<file path="src/rtl/narm_pkg.sv">
// Package for the node address range map: field widths, command, type and
// status codes, item structs and the controller/datapath interface structs.
// No dependencies.
package narm_pkg;

  // Fixed field widths
  localparam int ADDR_W   = 48;
  localparam int NODE_W   = 4;
  localparam int CMD_W    = 2;
  localparam int TYPE_W   = 2;
  localparam int TARGET_W = 16;
  localparam int STATUS_W = 3;

  // Parameter defaults
  localparam int MAX_REGIONS_DEF = 32;
  localparam int NODE_COUNT_DEF  = 16;
  localparam int PAGE_BITS_DEF   = 12;

  // Command codes
  localparam logic [CMD_W-1:0] CMD_CLEAR  = 2'd0;
  localparam logic [CMD_W-1:0] CMD_ADD    = 2'd1;
  localparam logic [CMD_W-1:0] CMD_LOOKUP = 2'd2;

  // Region type codes
  localparam logic [TYPE_W-1:0] TYPE_LOCAL  = 2'd0;
  localparam logic [TYPE_W-1:0] TYPE_POOL   = 2'd1;
  localparam logic [TYPE_W-1:0] TYPE_REMOTE = 2'd2;

  // Result status codes
  localparam logic [STATUS_W-1:0] ST_DONE      = 3'd0;
  localparam logic [STATUS_W-1:0] ST_HIT       = 3'd1;
  localparam logic [STATUS_W-1:0] ST_MISS      = 3'd2;
  localparam logic [STATUS_W-1:0] ST_MISALIGN  = 3'd3;
  localparam logic [STATUS_W-1:0] ST_FULL      = 3'd4;

  typedef struct packed {
    logic [CMD_W-1:0]    cmd;
    logic [NODE_W-1:0]   node;
    logic [ADDR_W-1:0]   address;
    logic [ADDR_W-1:0]   region_size;
    logic [TYPE_W-1:0]   region_type;
    logic [TARGET_W-1:0] region_target;
  } in_item_t;

  typedef struct packed {
    logic [STATUS_W-1:0] status;
    logic [ADDR_W-1:0]   hit_start;
    logic [ADDR_W-1:0]   hit_size;
    logic [TYPE_W-1:0]   hit_type;
    logic [TARGET_W-1:0] hit_target;
    logic [ADDR_W-1:0]   pool_base;
  } out_item_t;

  // One stored region
  typedef struct packed {
    logic [NODE_W-1:0]   node;
    logic [ADDR_W-1:0]   start;
    logic [ADDR_W-1:0]   size;
    logic [TYPE_W-1:0]   rtype;
    logic [TARGET_W-1:0] target;
  } entry_t;

  // Controller to datapath commands
  typedef struct packed {
    logic load;       // capture the accepted item
    logic do_clear;   // empty the table and answer done
    logic do_add;     // check and store a region, answer
    logic do_ack;     // answer done, no change
    logic scan_init;  // rewind the scan index and pool sum
    logic scan_run;   // read one slot per cycle and evaluate it
    logic sum_pass;   // evaluate for the pool sum instead of best match
    logic finish;     // present the lookup answer
  } ctrl_cmd_t;

  // Datapath to controller status
  typedef struct packed {
    logic scan_done;  // every filled slot read and evaluated
    logic hit;        // best match covers the address
  } ctrl_sts_t;

endpackage

</file>
<file path="src/rtl/narm_ctrl.sv">
// Controller of the node address range map: sequences clear, add and the
// two table scans of a lookup. Depends on narm_pkg.
module narm_ctrl (
  input  logic                          clk,
  input  logic                          rst_n,
  input  logic                          start,
  input  logic [narm_pkg::CMD_W-1:0]    op,
  input  narm_pkg::ctrl_sts_t           sts,
  output logic                          busy,
  output narm_pkg::ctrl_cmd_t           cmd
);

  localparam logic [1:0] S_IDLE = 2'd0;
  localparam logic [1:0] S_BEST = 2'd1;
  localparam logic [1:0] S_SUM  = 2'd2;

  logic [1:0] state_r;
  logic [1:0] state_nxt;

  // Decode state and status into commands
  always_comb begin
    state_nxt = state_r;
    cmd       = '0;
    unique case (state_r)
      S_IDLE: begin
        if (start) begin
          cmd.load = 1'b1;
          unique case (op)
            narm_pkg::CMD_CLEAR: cmd.do_clear = 1'b1;
            narm_pkg::CMD_ADD:   cmd.do_add   = 1'b1;
            narm_pkg::CMD_LOOKUP: begin
              cmd.scan_init = 1'b1;
              state_nxt     = S_BEST;
            end
            default: cmd.do_ack = 1'b1;
          endcase
        end
      end
      S_BEST: begin
        cmd.scan_run = 1'b1;
        if (sts.scan_done) begin
          if (sts.hit) begin
            cmd.scan_init = 1'b1;
            state_nxt     = S_SUM;
          end else begin
            cmd.finish = 1'b1;
            state_nxt  = S_IDLE;
          end
        end
      end
      S_SUM: begin
        cmd.scan_run = 1'b1;
        cmd.sum_pass = 1'b1;
        if (sts.scan_done) begin
          cmd.finish = 1'b1;
          state_nxt  = S_IDLE;
        end
      end
      default: state_nxt = S_IDLE;
    endcase
  end

  // Hold state
  always_ff @(posedge clk) begin
    if (!rst_n) begin
      state_r <= S_IDLE;
    end else begin
      state_r <= state_nxt;
    end
  end

  assign busy = (state_r != S_IDLE);

endmodule

</file>
<file path="src/rtl/narm_dpath.sv">
// Datapath of the node address range map: region memory, fill count, scan
// read port, best match and pool sum registers, result register.
// Depends on narm_pkg.
module narm_dpath #(
  parameter int MAX_REGIONS = narm_pkg::MAX_REGIONS_DEF,
  parameter int NODE_COUNT  = narm_pkg::NODE_COUNT_DEF,
  parameter int PAGE_BITS   = narm_pkg::PAGE_BITS_DEF
) (
  input  logic                  clk,
  input  logic                  rst_n,
  input  narm_pkg::in_item_t    in_item,
  input  narm_pkg::ctrl_cmd_t   cmd,
  output narm_pkg::ctrl_sts_t   sts,
  output logic                  out_valid,
  output narm_pkg::out_item_t   out_item
);

  localparam int AW    = narm_pkg::ADDR_W;
  localparam int IDX_W = (MAX_REGIONS > 1) ? $clog2(MAX_REGIONS) : 1;
  localparam int CNT_W = $clog2(MAX_REGIONS + 1);
  localparam logic [63:0]   PAGE_MASK_W = (64'd1 << PAGE_BITS) - 64'd1;
  localparam logic [AW-1:0] PAGE_MASK   = PAGE_MASK_W[AW-1:0];
  localparam logic [CNT_W-1:0] FULL_CNT = CNT_W'(MAX_REGIONS);

  narm_pkg::entry_t mem [MAX_REGIONS];

  narm_pkg::in_item_t  req_r;
  logic [CNT_W-1:0]    fill_r, fill_nxt;
  logic [CNT_W-1:0]    idx_r, idx_nxt;
  narm_pkg::entry_t    rd_r;
  logic                rd_vld_r, rd_vld_nxt;
  logic                found_r, found_nxt;
  narm_pkg::entry_t    best_r, best_nxt;
  logic [AW-1:0]       sum_r, sum_nxt;
  logic                out_valid_r, out_valid_nxt;
  narm_pkg::out_item_t out_r, out_nxt;

  logic                misaligned;
  logic                full;
  logic                node_ok;
  logic                add_we;
  narm_pkg::entry_t    new_entry;
  logic                issue;
  logic                rd_match;
  logic                best_take;
  logic                sum_take;
  logic                hit;
  logic [AW:0]         sum_ext;

  // Add checks on the incoming item
  always_comb begin
    misaligned = (|(in_item.address & PAGE_MASK)) || (|(in_item.region_size & PAGE_MASK));
    full       = (fill_r >= FULL_CNT);
    node_ok    = (32'(in_item.node) < NODE_COUNT);
    add_we     = cmd.do_add && !misaligned && !full && node_ok;
    new_entry.node   = in_item.node;
    new_entry.start  = in_item.address;
    new_entry.size   = in_item.region_size;
    new_entry.rtype  = (in_item.region_type == narm_pkg::TYPE_LOCAL ||
                        in_item.region_type == narm_pkg::TYPE_POOL)
                       ? in_item.region_type : narm_pkg::TYPE_REMOTE;
    new_entry.target = in_item.region_target;
  end

  // Write a new region at the fill position
  always_ff @(posedge clk) begin
    if (add_we) begin
      mem[fill_r[IDX_W-1:0]] <= new_entry;
    end
  end

  // Read one slot per scan cycle
  assign issue = cmd.scan_run && (idx_r < fill_r);

  always_ff @(posedge clk) begin
    if (issue) begin
      rd_r <= mem[idx_r[IDX_W-1:0]];
    end
  end

  // Evaluate the slot read in the previous cycle
  always_comb begin
    rd_match  = rd_vld_r && (rd_r.node == req_r.node);
    best_take = rd_match && !cmd.sum_pass && (rd_r.start <= req_r.address) &&
                (!found_r || (rd_r.start >= best_r.start));
    sum_take  = rd_match && cmd.sum_pass && (rd_r.rtype == narm_pkg::TYPE_POOL) &&
                (rd_r.start < best_r.start);
    hit       = found_r && ((req_r.address - best_r.start) < best_r.size);
    sum_ext   = {1'b0, sum_r} + {1'b0, rd_r.size};
  end

  assign sts.scan_done = (idx_r >= fill_r) && !rd_vld_r;
  assign sts.hit       = hit;

  // Next state of fill count, scan and match registers
  always_comb begin
    fill_nxt   = fill_r;
    idx_nxt    = idx_r;
    rd_vld_nxt = issue;
    found_nxt  = found_r;
    best_nxt   = best_r;
    sum_nxt    = sum_r;

    if (cmd.do_clear) begin
      fill_nxt = '0;
    end else if (add_we) begin
      fill_nxt = fill_r + 1'b1;
    end

    if (cmd.load) begin
      found_nxt = 1'b0;
    end else if (best_take) begin
      found_nxt = 1'b1;
      best_nxt  = rd_r;
    end

    priority if (cmd.scan_init) begin
      idx_nxt    = '0;
      rd_vld_nxt = 1'b0;
      sum_nxt    = '0;
    end else if (issue) begin
      idx_nxt = idx_r + 1'b1;
    end

    // Saturate the pool sum at all ones
    if (!cmd.scan_init && sum_take) begin
      sum_nxt = sum_ext[AW] ? '1 : sum_ext[AW-1:0];
    end
  end

  // Build the result item
  always_comb begin
    out_valid_nxt = 1'b0;
    out_nxt       = '0;
    priority if (cmd.do_clear || cmd.do_ack) begin
      out_valid_nxt  = 1'b1;
      out_nxt.status = narm_pkg::ST_DONE;
    end else if (cmd.do_add) begin
      out_valid_nxt = 1'b1;
      if (misaligned) begin
        out_nxt.status = narm_pkg::ST_MISALIGN;
      end else if (full) begin
        out_nxt.status = narm_pkg::ST_FULL;
      end else begin
        out_nxt.status = narm_pkg::ST_DONE;
      end
    end else if (cmd.finish) begin
      out_valid_nxt = 1'b1;
      if (hit) begin
        out_nxt.status     = narm_pkg::ST_HIT;
        out_nxt.hit_start  = best_r.start;
        out_nxt.hit_size   = best_r.size;
        out_nxt.hit_type   = best_r.rtype;
        out_nxt.hit_target = best_r.target;
        out_nxt.pool_base  = sum_r;
      end else begin
        out_nxt.status = narm_pkg::ST_MISS;
      end
    end
  end

  // Control registers
  always_ff @(posedge clk) begin
    if (!rst_n) begin
      fill_r      <= '0;
      idx_r       <= '0;
      rd_vld_r    <= 1'b0;
      found_r     <= 1'b0;
      out_valid_r <= 1'b0;
    end else begin
      fill_r      <= fill_nxt;
      idx_r       <= idx_nxt;
      rd_vld_r    <= rd_vld_nxt;
      found_r     <= found_nxt;
      out_valid_r <= out_valid_nxt;
    end
  end

  // Payload registers
  always_ff @(posedge clk) begin
    if (cmd.load) begin
      req_r <= in_item;
    end
    best_r <= best_nxt;
    sum_r  <= sum_nxt;
    out_r  <= out_nxt;
  end

  assign out_valid = out_valid_r;
  assign out_item  = out_r;

endmodule

</file>
<file path="src/rtl/node_address_range_map_unit.sv">
// Top level of the node address range map: per-node region table with
// clear, add and lookup commands. Depends on narm_pkg, narm_ctrl, narm_dpath.
//
// Usage:
//   Command channel: present in_item and raise start; the item is taken at
//   a rising edge with start high and busy low.
//   Result channel: each item gives exactly one result, shown on out_item
//   for one cycle with out_valid high. The receiver cannot stall it.
// Throughput and scans:
//   Clear, add and the unused command answer in the cycle after acceptance
//   and busy stays low, so one of them can be taken every cycle.
//   A lookup reads the region memory through its single read port, one
//   slot per cycle. The best-match scan reads every stored region, weighs
//   the last read and then decides (an empty table goes straight to the
//   decision); on a hit a second scan sums the sizes of the node's pool
//   regions that start below the hit region. Busy stays high through both
//   scans, and the result shows in the cycle busy drops low again.
// Reset:
//   rst_n (synchronous, active low) empties the table and returns to idle;
//   no clearing pass is needed as slots fill in order behind a fill count.
module node_address_range_map_unit #(
  parameter int MAX_REGIONS = narm_pkg::MAX_REGIONS_DEF,
  parameter int NODE_COUNT  = narm_pkg::NODE_COUNT_DEF,
  parameter int PAGE_BITS   = narm_pkg::PAGE_BITS_DEF
) (
  input  logic                clk,
  input  logic                rst_n,
  input  logic                start,
  output logic                busy,
  input  narm_pkg::in_item_t  in_item,
  output logic                out_valid,
  output narm_pkg::out_item_t out_item
);

  narm_pkg::ctrl_cmd_t ctrl_cmd;
  narm_pkg::ctrl_sts_t ctrl_sts;

  // Sequence commands
  narm_ctrl u_ctrl (
    .clk   (clk),
    .rst_n (rst_n),
    .start (start),
    .op    (in_item.cmd),
    .sts   (ctrl_sts),
    .busy  (busy),
    .cmd   (ctrl_cmd)
  );

  // Table storage and scan
  narm_dpath #(
    .MAX_REGIONS (MAX_REGIONS),
    .NODE_COUNT  (NODE_COUNT),
    .PAGE_BITS   (PAGE_BITS)
  ) u_dpath (
    .clk       (clk),
    .rst_n     (rst_n),
    .in_item   (in_item),
    .cmd       (ctrl_cmd),
    .sts       (ctrl_sts),
    .out_valid (out_valid),
    .out_item  (out_item)
  );

endmodule
</file>
<file path="config.mk">
export PLATFORM = sky130hd
export DESIGN_NAME = node_address_range_map_unit
export DESIGN_NICKNAME = d
export VERILOG_FILES = /design/src/rtl/narm_pkg.sv /design/src/rtl/narm_ctrl.sv /design/src/rtl/narm_dpath.sv /design/src/rtl/node_address_range_map_unit.sv
export SDC_FILE = /design/constraint.sdc
export NUM_CORES = 2
export LEC_CHECK = 0
export ABC_AREA = 0
export BUFFER_PORTS_ARGS = -buffer_cell sky130_fd_sc_hd__buf_4
export CORE_MARGIN = 3
export CORE_UTILIZATION = 62
export CTS_CLUSTER_SIZE = 24
export DETAILED_ROUTE_END_ITERATION = 7
export PLACE_DENSITY = 0.79
export SLEW_MARGIN = 5
export SYNTH_ARGS = -nofsm -noshare
export SYNTH_HDL_FRONTEND = slang
export SYNTH_SLANG_ARGS = --single-unit
export TNS_END_PERCENT = 100
</file>
<file path="constraint.sdc">
create_clock -name clk -period 9.9 [get_ports clk]
set_input_delay 0.99 -clock clk [delete_from_list [all_inputs] [get_ports clk]]
set_output_delay 0.99 -clock clk [all_outputs]
set_load 0.03 [all_outputs]
</file>
# After elaboration in Yosys (flattened, before gate mapping)

Memories as Yosys holds them, arrays and structs flattened. A register that Yosys moved wholly into a read port is not among the register bits.
Cells that the tools add are included.

Register bits after elaboration: 396
RAM bits: 3776
Bits of input ports: 123
Output and inout port bits: 167
Memories: 1

Memory list:

| name        | depth | bits a word | read ports | clocked after Yosys merged registers in | write ports | RTL line         | RTL |
|---|---|---|---|---|---|---|---|
| u_dpath.mem | 32    | 118         | 1          | 1                                       | 1           | narm_dpath.sv:25 | `narm_pkg::entry_t mem [MAX_REGIONS];` |

$add $sub $neg: 4
Magnitude comparators: 7
Equality and inequality tests: 11
Mux-type cells: 36
Bitwise gates (word level): 4
Reduce and logical (&&, ||, !) cells: 38

Operators by type and width:

| operator              | number |
|---|---|
| $mux W164             | 1 |
| $mux W162             | 1 |
| $mux W48              | 3 |
| $lt A48 B48 Y1        | 2 |
| $add A48 B48 Y49      | 1 |
| $ge A48 B48 Y1        | 1 |
| $le A48 B48 Y1        | 1 |
| $sub A48 B48 Y48      | 1 |
| $reduce_or A12 Y1     | 2 |
| $mux W1               | 16 |
| $mux W2               | 7 |
| $logic_and A1 B1 Y1   | 13 |
| $add A6 B1 Y6 const B | 2 |
| $mux W3               | 3 |
| $eq A2 B1 Y1 const B  | 4 |
| $ne A2 B2 Y1 const B  | 4 |
| $reduce_or A2 Y1      | 4 |
| $ge A6 B6 Y1          | 1 |
| $ge A6 B6 Y1 const B  | 1 |
| $logic_not A1 Y1      | 6 |
| $logic_not A2 Y1      | 3 |
| $lt A6 B6 Y1          | 1 |
| $pmux W2 S3           | 1 |
| $mux W5               | 1 |
| 11 further kinds      | 20 |

# Depth between registers and ports, before layout

Word-level depth: 9
Mapped depth: 30

# Hierarchy

From an unflattened synthesis, not the netlist that was laid out.

Cell total of the unflattened synthesis: 7514
Area total of the unflattened synthesis: 167097.8 sq um

By module, submodules not included:

| module     | times used | cells each | area an instance (sq um) | seq. area each (sq um) |
|---|---|---|---|---|
| narm_dpath | 1          | 7482       | 166856.3                 | 126961.8 |
| narm_ctrl  | 1          | 32         | 241.5                    | 40.0 |

# Worst setup path before layout

OpenSTA, ideal clock, no wires.

Path kind: input to register
Start point: input port in_item[25] (netlist bit)
End point: memory u_dpath.mem[15][0] (netlist bit) (enable)
Data arrival time: 7.153 ns
Required time: 9.303 ns
Path slack: 2.150 ns
Stages: 7
Buffers on the path: 1
Cell sequence: nor4_1 nand4_1 nor3_1 and2_1 clkbuf_1 nand2_1 nor2_1

Longest elaborated chain between the ends: 7

Ends and longest elaborated chain:

| item                              | RTL line                          | RTL |
|---|---|---|
| start: declaration                | node_address_range_map_unit.sv:30 | `input narm_pkg::in_item_t in_item,` |
| $reduce_or A12 Y1                 | narm_dpath.sv:52                  | `misaligned = (\|(in_item.address & PAGE_MASK)) \|\| (\|(in_item.region_size & PAGE_MASK));` |
| $logic_or A1 B1 Y1                | narm_dpath.sv:52                  |  |
| $logic_not A1 Y1                  | narm_dpath.sv:55                  | `add_we = cmd.do_add && !misaligned && !full && node_ok;` |
| $logic_and A1 B1 Y1 (2 in series) | narm_dpath.sv:55                  |  |
| $mux W1                           | narm_dpath.sv:67                  | `if (add_we) begin` |
| $mux W1 (implied by the code)     | narm_dpath.sv:68                  | `mem[fill_r[IDX_W-1:0]] <= new_entry;` |
| end: declaration                  | narm_dpath.sv:25                  |  |

No other way between the ends.

# Worst setup path in the final report

Start point: register u_dpath.best_r[66] (netlist bit)
End point: register u_dpath.out_r (netlist bit u_dpath.out_item[106])

Longest elaborated chain between the ends: 8

Ends and longest elaborated chain:

| item                         | RTL line          | RTL |
|---|---|---|
| start: declaration           | narm_dpath.sv:33  | `narm_pkg::entry_t best_r, best_nxt;` |
| start signal: assignment     | narm_dpath.sv:184 | `best_r <= best_nxt;` |
| $sub A48 B48 Y48 *           | narm_dpath.sv:88  | `hit = found_r && ((req_r.address - best_r.start) < best_r.size);` |
| $lt A48 B48 Y1 *             | narm_dpath.sv:88  |  |
| $logic_and A1 B1 Y1 *        | narm_dpath.sv:88  |  |
| $mux W1                      | narm_ctrl.sv:42   | `if (sts.hit) begin` |
| $mux W1                      | narm_ctrl.sv:41   | `if (sts.scan_done) begin` |
| $pmux W1 S2                  | narm_ctrl.sv:24   | `unique case (state_r)` |
| $not A1 Y1 (no line)         | --                |  |
| $reduce_or A4 Y1 (no line) * | --                |  |
| end signal: assignment       | narm_dpath.sv:186 | `out_r <= out_nxt;` |
| end: declaration             | narm_dpath.sv:36  | `narm_pkg::out_item_t out_r, out_nxt;` |

Every way passes the cells marked *; elsewhere a longest branch is shown, timed or not.
A chain may end at the register's enable or synchronous reset.

==> results summary <==
The area of the die came out at 275,000 µm². Setup violations remaining at the end of the flow were counted as 0. In this run the horizontal extent of the chip is 525 µm.

The number of enable-type register cells in the synthesized netlist came out at 4,108. The final number of hold-violating endpoints is 0. The fraction of synthesized cell area in xor and xnor cells came out at 0.520%. The register area share after synthesis came out at 76.1%. The post-route cell area came out at 187,000 µm². The height of the die came out at 525 µm. The clock transition at the registers of the reported paths came out at 60 ps.

In this run the post-CTS setup repair buffer count came out at 0. The clock insertion delay at the later pin of the skew report is 930 ps. Dividing total power by cell area gives a power density of 192 nW/µm². The flip-flop and latch count after synthesis is 4,290. TritonCTS built the clock tree. The required time of the critical path is 10,740 ps. The per-instance average area after synthesis came out at 22.4 µm². The reported max-cap violation count is 0. The global-route congestion overflow total is 0. The simple-gate area share of the yosys netlist is 1.66%. The adder-cell area share of the yosys netlist came out at 1.91%. The async set-reset flop share out of synthesis came out at 0%. The synthesized netlist net count came out at 7,809. In this run the worst hold path is classified as in -> reg. The count of buffers from port buffering is 289. The combinational family with the most area after synthesis is multiplexers. The total DRC errors in the routed layout is 0. The floorplan has 189 rows.

The number of H-tree levels came out at 5. The post-route minimum period came out at 7310 ps. The routed wire length per instance is 38.4 µm.

After layout, the worst setup slack is 2590 ps. In this run, the number of DRC markers left after iteration 0 of detailed routing was 12,900. The relative area change from synthesis to final layout is 12.3%.

The number of pins with negative max-slew slack in the final report came out at 0. The number of placed I/O pins is 290. The run finished with clean final reports.

The number of hold buffers added after CTS was 0. The number of antenna violations at the first check in global routing came to 43. The antenna violation net count after detailed routing is 0. The standard cell core area came out at 267,000 µm².

The arrival time at the worst endpoint is 8140 ps. The maximum fanout along the worst path is 63. The reported leakage power came out at 59.4 nW. The transition time of the tightest slew-check pin came out at 1270 ps. The count of yosys warnings during synthesis is 0. STA classifies the critical path startpoint as a flip-flop. The post-CTS resize count is 0.

Before CTS, the worst setup slack after placement is 2770 ps. The post-route setup TNS came out at 0 ps. The clock tree skew after final layout came out at 51.6 ps. Setup repair after global routing left no endpoint under its margin. After detailed placement, the design holds a cell count of 11,100. The via count of the first global-routing pass is 85,800.

The HPWL after detailed placement is 229,000 µm. The root buffer selected by CTS is sky130_fd_sc_hd__clkbuf_16. The global router's overall resource usage is 33.2%. The number of vias per cell came out at 7.10. The overall power of the completed layout is 36.0 mW.

Cells with a size suffix above 1 make up 28.7% of the layout. After detailed routing, the total wire length is 455,000 µm. The achievable clock frequency came out at 137 MHz. The number of vias after detailed routing came out at 84,100. The synthesized netlist devotes 1.85% of its cell area to compound gates. Among all flip-flop cells after synthesis, the most frequent one is sky130_fd_sc_hd__edfxtp_1. The iteration count of the initial detailed-routing pass is 5. The placed standard-cell area came out at 174,000 µm². Entering global routing, the biggest net connects 161 pins. STA classifies the critical path endpoint as a flip-flop. Measured against its own limit, the worst slew margin works out to 15.1%.

Setup slack on the worst reg-to-reg path comes out at 2590 ps. Counting along the longest clock path gives a buffer depth of 4. The TritonCTS sink count is 4,290. The maximum vdd drop is 169 µV. The post-route fraction of the period consumed by the critical path came out at 73.8%. The final cell count without fillers is 11,800.

The starting density of the core is 62.6%. The multiplexer share of the synthesized area came out at 16.7%. In the final design database the tool counted 8,329 nets. The TritonCTS buffer count is 416. The routability congestion estimate from global placement came out at 0.921. The instance count of the mapped netlist is 7,432. The number of unique standard cell types used by synthesis came out at 74. The worst setup path is of the reg -> reg kind. In this run the cell area of the synthesized design comes to 167,000 µm². The first global-routing pass estimated 646,000 µm of wire.
-- cells by family (layout without fill, tap and decap cells) --
| kind of cell | count (synthesis) | after routing |
|---|---|---|
| AO/OA/AOI/OAI | 464 | 464 |
| XOR/XNOR | 99 | 99 |
| adder cells (fa/ha/maj) | 254 | 254 |
| buffers and inverters | 511 | 1374 |
| flip-flops | 4290 | 4290 |
| multiplexers | 1300 | 1300 |
| other | 0 | 18 |
| AND/OR/NAND/NOR | 514 | 514 |
-- routing by layer --
metal	wire (µm)	global-route usage, %	vias up
met1	157000	44.6	44200
met4	25400	15.6	20
met5	123	0	-
met2	224000	53.4	6478
li1	-	-	32200
met3	48700	6.74	1171
-- sequential cells by signal (all words and copies together) (netlist names) --
name and cells:
u_dpath.mem 3776, u_dpath.out_item 165, u_dpath.rd_r 118, u_dpath.best_r 114, u_dpath.req_r 52, u_dpath.sum_r 48
u_dpath.fill_r 6, u_dpath.idx_r 6, u_ctrl.state_r 2, u_dpath.found_r 1, u_dpath.out_valid 1, u_dpath.rd_vld_r 1
-- Yosys cell counts (all sizes together) (14+ instances only) --
library cell     n  area (µm²)
o21a            20         150
o21ai           53         269
nor2           107         402
ha             252        3150
a21o           110         826
nand2           57         214
and2           166        1040
buf             91         368
dfxtp          182        3640
o21bai          21         158
mux4          1180       26600
nand3           40         200
inv            190         713
and3            14        87.6
clkbuf         230         863
edfxtp        4108      123000
a21oi          166         831
nand4           46         288
mux2           118        1330
nand2b          14        87.6
xor2            42         368
nor3            15        75.1
xnor2           57         499
nor2b           26         163
-- per-stage QoR --
step | utilization, % | hold WS [ps]
finish | 70.3 | 396
detailed placement | 65.3 | 407
CTS | 70.3 | 354
global placement | 65.3 | 402
global route | 70.3 | 380
floorplan | - | 400
-- report_power, final --
group / internal, mW / switching [mW] / total (mW)
logic: 0.133 / 0.371 / 0.504
clock network: 8.92 / 6.75 / 15.7
registers: 19.9 / 0.0151 / 19.9
total: 28.9 / 7.13 / 36.0
-- placed cells by master (no fill, tap or decap), drive strengths merged, types with 21 or more instances in the layout --
| master | n |
|---|---|
| nand4 | 46 |
| ha | 252 |
| mux4 | 1180 |
| mux2 | 118 |
| a21oi | 166 |
| dfxtp | 182 |
| buf | 423 |
| and2 | 166 |
| nand3 | 40 |
| nor2b | 26 |
| xnor2 | 57 |
| bufinv | 31 |
| o21bai | 21 |
| nand2 | 57 |
| a21o | 110 |
| clkbuf | 552 |
| xor2 | 42 |
| inv | 194 |
| nor2 | 107 |
| o21ai | 53 |
| edfxtp | 4108 |
| clkinv | 156 |
-- worst max-delay path, stage by stage (launching register included) --
cell and delay [ps]:
sky130_fd_sc_hd__edfxtp_1 460, sky130_fd_sc_hd__ha_1 260, sky130_fd_sc_hd__inv_1 80, sky130_fd_sc_hd__fa_1 230, sky130_fd_sc_hd__a211oi_1 90, sky130_fd_sc_hd__o21bai_1 350
sky130_fd_sc_hd__nand3_1 140, sky130_fd_sc_hd__a311o_1 380, sky130_fd_sc_hd__a31oi_1 410, sky130_fd_sc_hd__o21ai_0 170, sky130_fd_sc_hd__nand2b_1 130, sky130_fd_sc_hd__a22oi_1 100
sky130_fd_sc_hd__a211oi_1 430, sky130_fd_sc_hd__a311oi_1 190, sky130_fd_sc_hd__xnor2_1 160, sky130_fd_sc_hd__ha_1 180, sky130_fd_sc_hd__a21o_1 170, sky130_fd_sc_hd__a21o_1 160
sky130_fd_sc_hd__a21o_1 160, sky130_fd_sc_hd__a21o_1 160, sky130_fd_sc_hd__a21o_1 170, sky130_fd_sc_hd__a21o_1 170, sky130_fd_sc_hd__a21oi_1 150, sky130_fd_sc_hd__o31ai_1 100
sky130_fd_sc_hd__a31oi_2 490, sky130_fd_sc_hd__and3_4 880, sky130_fd_sc_hd__buf_4 580, sky130_fd_sc_hd__and2_1 230
-- final timing paths --
kind,from,endpoint,cells past startpoint
max,u_dpath.best_r[66],u_dpath.out_item[106],27
min,rst_n,u_dpath.out_valid,3
max reg2reg,u_dpath.best_r[66],u_dpath.out_item[106],27
min reg2reg,u_dpath.rd_r[2],u_dpath.best_r[2],0
-- area by class of cell --
type                    instances  area (µm²)
repair buffers                423        3680
clock inverters               209        1960
diodes                         18        45.0
multi-input cells            2631       38100
flip-flops and latches       4290      127000
inverters                     190         721
well taps                    3533        4420
fillers                     14900       79100
clock buffers                 552       11400
No activity file was read; power rests on OpenSTA's default activity.
